<file path="config.mk">
export PLATFORM = sky130hd
export DESIGN_NAME = civil_date_to_unix_seconds_flat
export DESIGN_NICKNAME = d
export VERILOG_FILES = /design/src/cdus_pkg.sv /design/src/cdus_ifs.sv /design/src/cdus_front.sv /design/src/cdus_days.sv /design/src/cdus_scale.sv /design/src/civil_date_to_unix_seconds.sv /design/src/flat_wrapper.sv
export SDC_FILE = /design/constraint.sdc
export NUM_CORES = 1
export LEC_CHECK = 0
export BUFFER_PORTS_ARGS = -buffer_cell sky130_fd_sc_hd__buf_2
export CAP_MARGIN = 40
export CORE_MARGIN = 3
export CORE_UTILIZATION = 60
export DETAILED_ROUTE_END_ITERATION = 6
export PLACE_DENSITY = 0.76
export RECOVER_POWER = 100
export REMOVE_ABC_BUFFERS = 1
export SLEW_MARGIN = 30
export SYNTH_ARGS = -nofsm -noshare
export SYNTH_HDL_FRONTEND = slang
export SYNTH_SLANG_ARGS = --single-unit
</file>
<file path="constraint.sdc">
create_clock -name clk -period 14.4 [get_ports clk]
set_clock_uncertainty 0.05 [all_clocks]
set_input_delay 2.88 -clock clk [delete_from_list [all_inputs] [get_ports clk]]
set_output_delay 2.88 -clock clk [all_outputs]
set_load 0.005 [all_outputs]
</file>
<file path="src/cdus_pkg.sv">
// ----------------------------------------------------------------------------
// cdus_pkg : shared types and constants for the civil date to unix seconds block
// widths, calendar constants, pipeline stage payloads and the month offset table
// ----------------------------------------------------------------------------
`default_nettype none

package cdus_pkg;

  // field widths of the beats
  localparam int YEAR_W   = 14;
  localparam int MONTH_W  = 4;
  localparam int DAY_W    = 5;
  localparam int HOUR_W   = 5;
  localparam int MINUTE_W = 6;
  localparam int SECOND_W = 6;
  localparam int EPOCH_W  = 39;

  // calendar constants
  localparam int ERA_DAYS      = 146097;
  localparam int EPOCH_SHIFT   = 719468;
  localparam int SECS_PER_DAY  = 86400;
  localparam int SECS_PER_HOUR = 3600;
  localparam int SECS_PER_MIN  = 60;
  localparam int YEAR_ERA      = 400;
  localparam int DAYS_YEAR     = 365;

  // era is carried biased by one so the shifted year never goes negative
  localparam int ERA_OFFSET = ERA_DAYS + EPOCH_SHIFT;

  // floor(x / 25) for x below 4681 as (x * 1311) >> 15
  localparam int DIV25_MUL   = 1311;
  localparam int DIV25_SHIFT = 15;
  localparam int DIV_PRE     = 4;   // 400 = 16 * 25

  // internal widths
  localparam int U_W    = 15;  // shifted year plus 400
  localparam int Q_W    = 6;   // era plus one
  localparam int YOE_W  = 9;   // year of era
  localparam int DOY_W  = 10;  // march based day of year, signed
  localparam int MB_W   = 9;   // month offset table entry
  localparam int TOD_W  = 17;  // seconds of the day
  localparam int DOE_W  = 19;  // day of era, signed
  localparam int DAYS_W = 24;  // days since epoch, signed
  localparam int RQ_W   = U_W - DIV_PRE + 10;  // reciprocal product

  typedef struct packed {
    logic [YEAR_W-1:0]   year;
    logic [MONTH_W-1:0]  month;
    logic [DAY_W-1:0]    day;
    logic [HOUR_W-1:0]   hour;
    logic [MINUTE_W-1:0] minute;
    logic [SECOND_W-1:0] second;
  } cdus_date_t;

  typedef struct packed {
    logic [U_W-1:0]   u;
    logic [DOY_W-1:0] doy;
    logic [TOD_W-1:0] tod;
  } cdus_s1_t;

  typedef struct packed {
    logic [U_W-1:0]   u;
    logic [Q_W-1:0]   q;
    logic [DOY_W-1:0] doy;
    logic [TOD_W-1:0] tod;
  } cdus_s2_t;

  typedef struct packed {
    logic [YOE_W-1:0] yoe;
    logic [Q_W-1:0]   q;
    logic [DOY_W-1:0] doy;
    logic [TOD_W-1:0] tod;
  } cdus_yoe_t;

  typedef struct packed {
    logic [DOE_W-1:0]  doe;
    logic [DAYS_W-1:0] era_base;
    logic [TOD_W-1:0]  tod;
  } cdus_s4_t;

  typedef struct packed {
    logic [DAYS_W-1:0] days;
    logic [TOD_W-1:0]  tod;
  } cdus_day_t;

  // (153 * march_month + 2) / 5, indexed by calendar month
  function automatic logic [MB_W-1:0] month_base(input logic [MONTH_W-1:0] mon);
    logic [MB_W-1:0] res;
    begin
      case (mon)
        4'd0:    res = 9'd275;
        4'd1:    res = 9'd306;
        4'd2:    res = 9'd337;
        4'd3:    res = 9'd0;
        4'd4:    res = 9'd31;
        4'd5:    res = 9'd61;
        4'd6:    res = 9'd92;
        4'd7:    res = 9'd122;
        4'd8:    res = 9'd153;
        4'd9:    res = 9'd184;
        4'd10:   res = 9'd214;
        4'd11:   res = 9'd245;
        4'd12:   res = 9'd275;
        4'd13:   res = 9'd306;
        4'd14:   res = 9'd337;
        default: res = 9'd367;
      endcase
      return res;
    end
  endfunction

endpackage

`default_nettype wire

</file>
<file path="src/cdus_ifs.sv">
// ----------------------------------------------------------------------------
// cdus_ifs : beat channels of the civil date to unix seconds block
// valid/ready channels for the date beat and the epoch seconds beat
// ----------------------------------------------------------------------------
`default_nettype none

interface cdus_in_if import cdus_pkg::*; ();
  logic                valid;
  logic                ready;
  logic [YEAR_W-1:0]   year;
  logic [MONTH_W-1:0]  month;
  logic [DAY_W-1:0]    day;
  logic [HOUR_W-1:0]   hour;
  logic [MINUTE_W-1:0] minute;
  logic [SECOND_W-1:0] second;

  modport source (output valid, year, month, day, hour, minute, second, input ready);
  modport sink   (input valid, year, month, day, hour, minute, second, output ready);
endinterface

interface cdus_out_if import cdus_pkg::*; ();
  logic                      valid;
  logic                      ready;
  logic signed [EPOCH_W-1:0] epoch_seconds;

  modport source (output valid, epoch_seconds, input ready);
  modport sink   (input valid, epoch_seconds, output ready);
endinterface

`default_nettype wire

</file>
<file path="src/cdus_front.sv">
// ----------------------------------------------------------------------------
// cdus_front : era and year-of-era stages
// three register stages: shifted year and day of year, era by reciprocal, year of era
// ----------------------------------------------------------------------------
`default_nettype none

module cdus_front import cdus_pkg::*; (
  input  wire logic       clk,
  input  wire logic       rst_n,
  input  wire logic       in_valid,
  output logic            in_ready,
  input  wire cdus_date_t in_data,
  output logic            out_valid,
  input  wire logic       out_ready,
  output cdus_yoe_t       out_data
);

  logic      v1_r, v2_r, v3_r;
  logic      ld1, ld2, ld3;
  cdus_s1_t  s1_r, s1_nxt;
  cdus_s2_t  s2_r, s2_nxt;
  cdus_yoe_t s3_r, s3_nxt;
  logic [RQ_W-1:0] rq;
  logic [U_W-1:0]  yoe_full;

  // a stage loads when empty or when it drains this cycle
  assign ld3      = !v3_r || out_ready;
  assign ld2      = !v2_r || ld3;
  assign ld1      = !v1_r || ld2;
  assign in_ready = ld1;

  // shifted year biased by one era, day of year, seconds of day
  always_comb begin
    s1_nxt.u   = U_W'(in_data.year) + U_W'(YEAR_ERA)
               - U_W'((in_data.month <= MONTH_W'(2)) ? 1 : 0);
    s1_nxt.doy = DOY_W'(month_base(in_data.month)) + DOY_W'(in_data.day) - DOY_W'(1);
    s1_nxt.tod = TOD_W'(in_data.hour) * TOD_W'(SECS_PER_HOUR)
               + TOD_W'(in_data.minute) * TOD_W'(SECS_PER_MIN)
               + TOD_W'(in_data.second);
  end

  // u / 400 as (u / 16) / 25
  always_comb begin
    rq         = RQ_W'(s1_r.u[U_W-1:DIV_PRE]) * RQ_W'(DIV25_MUL);
    s2_nxt.u   = s1_r.u;
    s2_nxt.q   = rq[DIV25_SHIFT +: Q_W];
    s2_nxt.doy = s1_r.doy;
    s2_nxt.tod = s1_r.tod;
  end

  always_comb begin
    yoe_full   = s2_r.u - U_W'(s2_r.q) * U_W'(YEAR_ERA);
    s3_nxt.yoe = yoe_full[YOE_W-1:0];
    s3_nxt.q   = s2_r.q;
    s3_nxt.doy = s2_r.doy;
    s3_nxt.tod = s2_r.tod;
  end

  always_ff @(posedge clk) begin
    if (!rst_n) begin
      v1_r <= 1'b0;
      v2_r <= 1'b0;
      v3_r <= 1'b0;
    end else begin
      if (ld1) v1_r <= in_valid;
      if (ld2) v2_r <= v1_r;
      if (ld3) v3_r <= v2_r;
    end
  end

  always_ff @(posedge clk) begin
    if (ld1) s1_r <= s1_nxt;
    if (ld2) s2_r <= s2_nxt;
    if (ld3) s3_r <= s3_nxt;
  end

  assign out_valid = v3_r;
  assign out_data  = s3_r;

endmodule

`default_nettype wire

</file>
<file path="src/cdus_days.sv">
// ----------------------------------------------------------------------------
// cdus_days : day count stages
// two register stages: day of era and era base, then days since epoch
// ----------------------------------------------------------------------------
`default_nettype none

module cdus_days import cdus_pkg::*; (
  input  wire logic      clk,
  input  wire logic      rst_n,
  input  wire logic      in_valid,
  output logic           in_ready,
  input  wire cdus_yoe_t in_data,
  output logic           out_valid,
  input  wire logic      out_ready,
  output cdus_day_t      out_data
);

  logic      v4_r, v5_r;
  logic      ld4, ld5;
  cdus_s4_t  s4_r, s4_nxt;
  cdus_day_t s5_r, s5_nxt;
  logic [1:0] cent;

  assign ld5      = !v5_r || out_ready;
  assign ld4      = !v4_r || ld5;
  assign in_ready = ld4;

  // century count of the year of era
  always_comb begin
    if (in_data.yoe >= YOE_W'(300))      cent = 2'd3;
    else if (in_data.yoe >= YOE_W'(200)) cent = 2'd2;
    else if (in_data.yoe >= YOE_W'(100)) cent = 2'd1;
    else                                 cent = 2'd0;
  end

  always_comb begin
    s4_nxt.doe      = DOE_W'(in_data.yoe) * DOE_W'(DAYS_YEAR)
                    + DOE_W'(in_data.yoe >> 2) - DOE_W'(cent)
                    + {{(DOE_W-DOY_W){in_data.doy[DOY_W-1]}}, in_data.doy};
    s4_nxt.era_base = DAYS_W'(in_data.q) * DAYS_W'(ERA_DAYS) - DAYS_W'(ERA_OFFSET);
    s4_nxt.tod      = in_data.tod;
  end

  always_comb begin
    s5_nxt.days = s4_r.era_base + {{(DAYS_W-DOE_W){s4_r.doe[DOE_W-1]}}, s4_r.doe};
    s5_nxt.tod  = s4_r.tod;
  end

  always_ff @(posedge clk) begin
    if (!rst_n) begin
      v4_r <= 1'b0;
      v5_r <= 1'b0;
    end else begin
      if (ld4) v4_r <= in_valid;
      if (ld5) v5_r <= v4_r;
    end
  end

  always_ff @(posedge clk) begin
    if (ld4) s4_r <= s4_nxt;
    if (ld5) s5_r <= s5_nxt;
  end

  assign out_valid = v5_r;
  assign out_data  = s5_r;

endmodule

`default_nettype wire

</file>
<file path="src/cdus_scale.sv">
// ----------------------------------------------------------------------------
// cdus_scale : seconds stage
// days times seconds per day plus seconds of day, registered as the output beat
// ----------------------------------------------------------------------------
`default_nettype none

module cdus_scale import cdus_pkg::*; (
  input  wire logic      clk,
  input  wire logic      rst_n,
  input  wire logic      in_valid,
  output logic           in_ready,
  input  wire cdus_day_t in_data,
  output logic           out_valid,
  input  wire logic      out_ready,
  output logic [EPOCH_W-1:0] out_data
);

  logic               v6_r;
  logic               ld6;
  logic [EPOCH_W-1:0] days_ext;
  logic [EPOCH_W-1:0] secs_r, secs_nxt;

  assign ld6      = !v6_r || out_ready;
  assign in_ready = ld6;

  // two's complement wraps to the output width
  always_comb begin
    days_ext = {{(EPOCH_W-DAYS_W){in_data.days[DAYS_W-1]}}, in_data.days};
    secs_nxt = days_ext * EPOCH_W'(SECS_PER_DAY) + EPOCH_W'(in_data.tod);
  end

  always_ff @(posedge clk) begin
    if (!rst_n) begin
      v6_r <= 1'b0;
    end else if (ld6) begin
      v6_r <= in_valid;
    end
  end

  always_ff @(posedge clk) begin
    if (ld6) secs_r <= secs_nxt;
  end

  assign out_valid = v6_r;
  assign out_data  = secs_r;

endmodule

`default_nettype wire

</file>
<file path="src/civil_date_to_unix_seconds.sv">
// ----------------------------------------------------------------------------
// civil_date_to_unix_seconds : gregorian utc date and time to unix seconds
// days-from-civil conversion in a six stage pipeline with per stage stalls
// ----------------------------------------------------------------------------
//
//  channel   direction  beat payload                               accepted when
//  in_if     sink       year month day hour minute second          valid && ready
//  out_if    source     epoch_seconds (39 bit two's complement)    valid && ready
//
//  one beat per clock sustained while out_if.ready stays high, through six register stages
//  reset (rst_n low, synchronous) empties every stage; data registers keep their contents
//  each stage loads when empty or when the stage after it moves, so bubbles close up
//  a stalled output holds its beat and fills the stages behind it before in_if.ready drops
//  ready is combinational through the six stage chain back from out_if.ready
//
`default_nettype none

module civil_date_to_unix_seconds import cdus_pkg::*; (
  input  wire logic clk,
  input  wire logic rst_n,
  cdus_in_if.sink   in_if,
  cdus_out_if.source out_if
);

  cdus_date_t  date;
  cdus_yoe_t   yoe_bus;
  cdus_day_t   day_bus;
  logic        yoe_valid, yoe_ready;
  logic        day_valid, day_ready;
  logic [EPOCH_W-1:0] secs;

  // gather the beat fields for the front stages
  assign date.year   = in_if.year;
  assign date.month  = in_if.month;
  assign date.day    = in_if.day;
  assign date.hour   = in_if.hour;
  assign date.minute = in_if.minute;
  assign date.second = in_if.second;

  // stages one to three: march based year, era (biased by one) and year of era
  cdus_front u_front (
    .clk       (clk),
    .rst_n     (rst_n),
    .in_valid  (in_if.valid),
    .in_ready  (in_if.ready),
    .in_data   (date),
    .out_valid (yoe_valid),
    .out_ready (yoe_ready),
    .out_data  (yoe_bus)
  );

  // stages four and five: day of era, era base, days since epoch
  cdus_days u_days (
    .clk       (clk),
    .rst_n     (rst_n),
    .in_valid  (yoe_valid),
    .in_ready  (yoe_ready),
    .in_data   (yoe_bus),
    .out_valid (day_valid),
    .out_ready (day_ready),
    .out_data  (day_bus)
  );

  // stage six: scale to seconds, doubles as the output register
  cdus_scale u_scale (
    .clk       (clk),
    .rst_n     (rst_n),
    .in_valid  (day_valid),
    .in_ready  (day_ready),
    .in_data   (day_bus),
    .out_valid (out_if.valid),
    .out_ready (out_if.ready),
    .out_data  (secs)
  );

  assign out_if.epoch_seconds = secs;

  // nothing comes out straight after reset
  a_reset_empty: assert property (@(posedge clk)
    !rst_n |=> !out_if.valid)
    else $error("output beat present after reset");

  // with the output register empty the whole chain can load
  a_ready_when_empty: assert property (@(posedge clk) disable iff (!rst_n)
    !out_if.valid |-> in_if.ready)
    else $error("input stalled while output register empty");

  // back pressure only comes from a held output beat
  a_stall_cause: assert property (@(posedge clk) disable iff (!rst_n)
    !in_if.ready |-> (out_if.valid && !out_if.ready && yoe_valid && day_valid))
    else $error("input stalled with a free stage");

  // year of era stays inside one era
  a_yoe_range: assert property (@(posedge clk) disable iff (!rst_n)
    yoe_valid |-> (yoe_bus.yoe < YOE_W'(YEAR_ERA)))
    else $error("year of era out of range");

endmodule

`default_nettype wire

</file>
<file path="src/flat_wrapper.sv">
// flat-port wrapper written by rule: the top's interface ports become plain ports
module civil_date_to_unix_seconds_flat import cdus_pkg::*;
  (clk, rst_n, in_if_valid, in_if_year, in_if_month, in_if_day, in_if_hour, in_if_minute, in_if_second, in_if_ready, out_if_valid, out_if_epoch_seconds, out_if_ready);
  cdus_in_if in_if_i ();
  cdus_out_if out_if_i ();
  input  wire logic clk;
  input  wire logic rst_n;
  input wire logic [$bits(in_if_i.valid)-1:0] in_if_valid;
  input wire logic [$bits(in_if_i.year)-1:0] in_if_year;
  input wire logic [$bits(in_if_i.month)-1:0] in_if_month;
  input wire logic [$bits(in_if_i.day)-1:0] in_if_day;
  input wire logic [$bits(in_if_i.hour)-1:0] in_if_hour;
  input wire logic [$bits(in_if_i.minute)-1:0] in_if_minute;
  input wire logic [$bits(in_if_i.second)-1:0] in_if_second;
  output wire logic [$bits(in_if_i.ready)-1:0] in_if_ready;
  output wire logic [$bits(out_if_i.valid)-1:0] out_if_valid;
  output wire logic [$bits(out_if_i.epoch_seconds)-1:0] out_if_epoch_seconds;
  input wire logic [$bits(out_if_i.ready)-1:0] out_if_ready;
  assign in_if_i.valid = in_if_valid;
  assign in_if_i.year = in_if_year;
  assign in_if_i.month = in_if_month;
  assign in_if_i.day = in_if_day;
  assign in_if_i.hour = in_if_hour;
  assign in_if_i.minute = in_if_minute;
  assign in_if_i.second = in_if_second;
  assign in_if_ready = in_if_i.ready;
  assign out_if_valid = out_if_i.valid;
  assign out_if_epoch_seconds = out_if_i.epoch_seconds;
  assign out_if_i.ready = out_if_ready;
  civil_date_to_unix_seconds u_core (.clk(clk), .rst_n(rst_n), .in_if(in_if_i), .out_if(out_if_i));
endmodule
</file>
; Yosys cells after proc, flatten, opt, wreduce, memory -nomap -nowiden
; Memory sizes are Yosys's and may differ from the RTL's.
; Cells that the tools add are included.
[totals]
ff_bits = 272
memories = 1
ramBits = 0
wordCells = 64
output_inout_bits = 41
mem_bits_ro = 144
latchBits = 0
[classes]
n_mul = 7
div_mod_pow = 0
add_sub_neg = 13
n_mux = 4
n_reduce_logical = 12
shifts = 0
n_lt_le_gt_ge = 4
bitwise = 0
n_eq_ne = 0
[memory_table]
columns = memory, depth, width, read_ports, rd_clocked_by_memory_dff, write_ports, line
row1 = (name not given), 16, 9, 1, 0, 0, cdus_pkg.sv:90  ; case (mon)
[ops]
columns = operator, count
row1 = $add 39x17->39, 1
row2 = $mul 39x10->32 const B, 1
row3 = $add 24x24->24, 1
row4 = $mul 6x18->24 const B, 1
row5 = $sub 24x20->24 const B, 1
row6 = $mul 11x11->21 const B, 1
row7 = $add 18x7->19, 1
row8 = $add 19x19->19, 1
row9 = $sub 19x2->19, 1
row10 = $mul 9x9->18 const B, 1
row11 = $add 17x12->17, 1
row12 = $add 17x6->17, 1
row13 = $add 14x9->15 const B, 1
row14 = $sub 15x1->15, 1
row15 = $mul 5x8->13 const B, 1
row16 = $add 9x5->10, 1
row17 = $mul 6x4->10 const B, 1
row18 = $sub 10x1->10 const B, 1
row19 = $ge 9x7->1 const B, 1
row20 = $ge 9x8->1 const B, 1
row21 = $ge 9x9->1 const B, 1
row22 = $sub 9x9->9, 1
row23 = $logic_not 1->1, 6
row24 = $logic_or 1x1->1, 6
row25 = other kinds (4), 6

; Logic depth before layout (Yosys ltp)
[depth]
word_depth = 7
depth_mapped = 29
mapped_depth_nobuf = 29

; Modules after synthesis
; A second synthesis with hierarchy kept.
[hier_totals]
hier_cells = 2251
hier_area_um2 = 24913.9
[modules_own_cells]
columns = module, n_inst, area_per_inst_um2, cells_each
row1 = cdus_front, 1, 9265.1, 782
row2 = cdus_days, 1, 9223.8, 810
row3 = cdus_scale, 1, 6424.9, 659

; Least setup slack after synthesis
; No wires, ideal clock.
[synth_timing]
kind = in2out
from = input port out_if_ready
to = output port in_if_ready
t_required_ps = 11470
setup_slack_ps = 6945
n_path_buf = 0
t_arrival_ps = 4525
path_stages = 4
path_cell_list = nor2b_1 > and3_1 > and2_1 > nand3_1
[synth_between]
elab_chain_len = 6
[synth_lines]
columns = item, line
row1 = "start, declared", flat_wrapper.sv:18  ; input wire logic [$bits(out_if_i.ready)-1:0] out_if_ready;
row2 = $logic_or 1x1->1, cdus_scale.sv:23  ; assign ld6 = !v6_r || out_ready;
row3 = $logic_or 1x1->1, cdus_days.sv:24  ; assign ld5 = !v5_r || out_ready;
row4 = $logic_or 1x1->1, cdus_days.sv:25  ; assign ld4 = !v4_r || ld5;
row5 = $logic_or 1x1->1, cdus_front.sv:27  ; assign ld3 = !v3_r || out_ready;
row6 = $logic_or 1x1->1, cdus_front.sv:28  ; assign ld2 = !v2_r || ld3;
row7 = $logic_or 1x1->1, cdus_front.sv:29  ; assign ld1 = !v1_r || ld2;
row8 = "end, declared", flat_wrapper.sv:15  ; output wire logic [$bits(in_if_i.ready)-1:0] in_if_ready;
; No other way between the ends.

; Final worst setup path
; Ends and elaborated chain as after synthesis.

==> flow_summary.yaml <==
run_status:
  status: "finished, violations left"
  violations: "capacitance limit, slew limit"
layout:
  fillers: 2945
  drive_gt1_frac: 0.0603
  layout.nets: 2885
  area_growth_syn_to_layout_pct: 8.73
  antenna_cells: 0
global_route:
  antenna_found_initial: 0
  overflow: 0
  grt_pass1_vias: 15500
  grt_pass1_wl_um: 72600
  grt_max_degree: 61
  grt_util_all_layers: 0.208
setup_path:
  worst-path-buf-inv: 3
  slowest_stage: "clkbuf_1"
  worstSetupPathType: "input pin to output pin"
  critical_path_arrival_ps: 5740
  end_kind: "output pin"
  path_max_fanout: 44
  cp_top_family: "buffers and inverters"
  required_ps: 11470
  cpPeakStageDelay_ps: 1760
  crit_path_start_kind: "input pin"
  worstPathCellList: "buf_2 -> nor2b_1 -> and3_1 -> and2_0 -> nand3_2 -> clkbuf_1 -> buf_2"
  cp_common_cell: "buf_2"
clock_tree:
  clk_latency_ps: 580
  holdBufCountCts: 0
  htreeDepth: 1
  clk_pin_slew_ps: 60
  cts_buffers: 31
  cts_tree: "built"
  postCtsResizedCells: 0
  clkSinkCount: 272
  clk_path_buf_depth: 3
  root_buffer: "clkbuf_16"
  post_cts_buffers: 0
timing:
  slew_headroom: -1.26
  worst_pin_slew_ps: 3400
  fin_crit_sh: 0.602
  drv_slew: 274
  setup_viol: 0
  fmax_mhz: 115
  fin_crit_ps: 8670
  fin_hold_ws_ps: 361
  setup_tns_ps: 0
  hold_viol: 0
  rsz0062_at_grt: "no"
placement:
  numPortBuffers: 84
  gp_congestion: 0.889
  dp_hpwl_um: 34700
yosys:
  ys_types: 84
  ys_warn_count: 0
  synth_ff_type: "edfxtp_1"
  synth-edff-count: 266
  synth_area_mm2: 0.0242
  avgSynthCellArea_um2: 11.4
  synth.yosys.seq_area_share: 0.335
  synth_cells: 2123
  ys_seq_elements: 272
  ys_async_sr_fraction: 0
die:
  chipWidth_um: 207
  die_area_mm2: 0.0428
  row_count: 72
  core_area_mm2: 0.0393
  io_pins: 85
  start_util: 0.617
  die_height_um: 207
detailed_routing:
  drt.antenna.violating_nets: 0
  via_per_inst: 5.42
  first_pass_iters: 7
  drc: 0
  drtIter0Drc: 623
  vias: 15000
  wl_per_cell_um: 15.4
  wl_um: 42700
flow_run:
  drv_cap: 6
hold_path:
  hold_path_class: "flip-flop to flip-flop"
[cell usage in the layout, fill, tap and decap left out, types with 6 or more instances in the layout]
cell type	netlist	routed
nand2b_1	15	15
o21a_1	20	21
nor4_1	6	7
nand3_1	23	22
nand2_1	54	54
and3_1	10	10
clkbuf_16	0	31
or3_1	9	9
a21oi_1	101	101
nor2_1	62	62
o21bai_1	28	28
dfxtp_1	6	6
xnor2_1	132	132
nor2b_1	20	20
buf_2	6	57
nor3_1	26	26
edfxtp_1	266	266
ha_1	412	412
fa_1	197	197
a21boi_0	9	9
and2_1	7	6
a211oi_1	8	9
a21o_1	50	50
xor2_1	42	42
bufinv_16	0	7
o21ai_0	54	54
a31oi_1	6	6
nand4_1	12	12
clkbuf_1	5	35
inv_1	434	432
[per-layer routing]
layer	GRT usage	share of wire	vias to the layer above
li1	-	-	7444
met1	0.275	0.44	7308
met2	0.361	0.49	213
met3	0.0262	0.035	80
met4	0.0643	0.030	0
met5	0	0	-
[registers in the layout (all words and copies together), names as in the netlist]
signal,flops
u_core.u_scale.out_data,39
u_core.u_front.s1_r,42
u_core.u_days.out_data,41
u_core.u_days.s4_r,60
u_core.u_front.v1_r,1
u_core.u_front.out_data,42
u_core.u_scale.out_valid,1
u_core.u_days.v4_r,1
u_core.u_front.v2_r,1
u_core.u_front.s2_r,42
u_core.u_days.out_valid,1
u_core.u_front.out_valid,1
[synth_stat cells, types with 4 or more instances]
master | count | area, um2
a211o_1 | 5 | 43.8
a211oi_1 | 8 | 60.1
a21boi_0 | 9 | 67.6
a21o_1 | 50 | 375
a21oi_1 | 101 | 505
a22oi_1 | 4 | 30.0
a31oi_1 | 6 | 37.5
and2_1 | 7 | 43.8
and3_1 | 10 | 62.6
and4_1 | 4 | 35.0
buf_2 | 6 | 30.0
clkbuf_1 | 5 | 18.8
dfxtp_1 | 6 | 120
edfxtp_1 | 266 | 7990
fa_1 | 197 | 3940
ha_1 | 412 | 5150
inv_1 | 434 | 1630
mux2i_1 | 4 | 40.0
nand2_1 | 54 | 203
nand2b_1 | 15 | 93.8
nand3_1 | 23 | 115
nand4_1 | 12 | 75.1
nor2_1 | 62 | 233
nor2b_1 | 20 | 125
nor3_1 | 26 | 130
nor4_1 | 6 | 37.5
o2111ai_1 | 4 | 35.0
o211ai_1 | 4 | 30.0
o21a_1 | 20 | 150
o21ai_0 | 54 | 270
o21bai_1 | 28 | 210
o31ai_1 | 5 | 37.5
or2_2 | 5 | 31.3
or3_1 | 9 | 56.3
xnor2_1 | 132 | 1160
xor2_1 | 42 | 368
[cells by family after synthesis]
| logic type | count (synthesis) | synth area share |
|---|---|---|
| xor+xnor | 174 | 0.0629 |
| buf+inv | 446 | 0.0697 |
| fa+ha+maj | 609 | 0.375 |
| flops | 272 | 0.335 |
| compound gates | 343 | 0.0950 |
| simple gates | 272 | 0.0588 |
| mux | 7 | 0.00351 |
[area by class of cell]
type	count	area, um2	share of cell area
Clock inverter	19	307	0.0116
Inverter	434	1630	0.0618
Multi-Input combinational cell	1405	14400	0.547
Sequential cell	272	8110	0.308
Tap cell	518	648	0.0246
Clock buffer	38	832	0.0316
Timing Repair Buffer	88	402	0.0152
[per-stage QoR]
step           worst slack (ps)  instances  instance area (um2)   util
6_report                   5730       2774                26300  0.671
5_1_grt                    5410       2774                26300  0.671
4_1_cts                    6930       2774                26400  0.673
3_5_place_dp               6930       2717                25300  0.644
3_3_place_gp               7080       2717                25300  0.644
2_1_floorplan              6950       2111                24200      -
[worst reg2reg max path: cells and delay by family (launching register included)]
family / cells / cell delay, ps
simple gates: 2 / 470
fa+ha+maj: 7 / 1890
flops: 1 / 660
compound gates: 12 / 2410
buf+inv: 7 / 530
[final timing paths]
path / startpoint / end / slack, ps / depth (start not counted)
worst max-delay path: out_if_ready / in_if_ready / 5730 / 7
worst max register to register: u_core.u_front.out_data[37] / u_core.u_days.s4_r[59] / 8050 / 28
worst min-delay path: u_core.u_front.s2_r[2] / u_core.u_front.out_data[2] / 360 / 0
worst min register to register: u_core.u_front.s2_r[2] / u_core.u_front.out_data[2] / 360 / 0
Power is left out: the tool's default activity adds up to more than one toggle a clock period on the data nets, which glitch-free logic cannot reach.
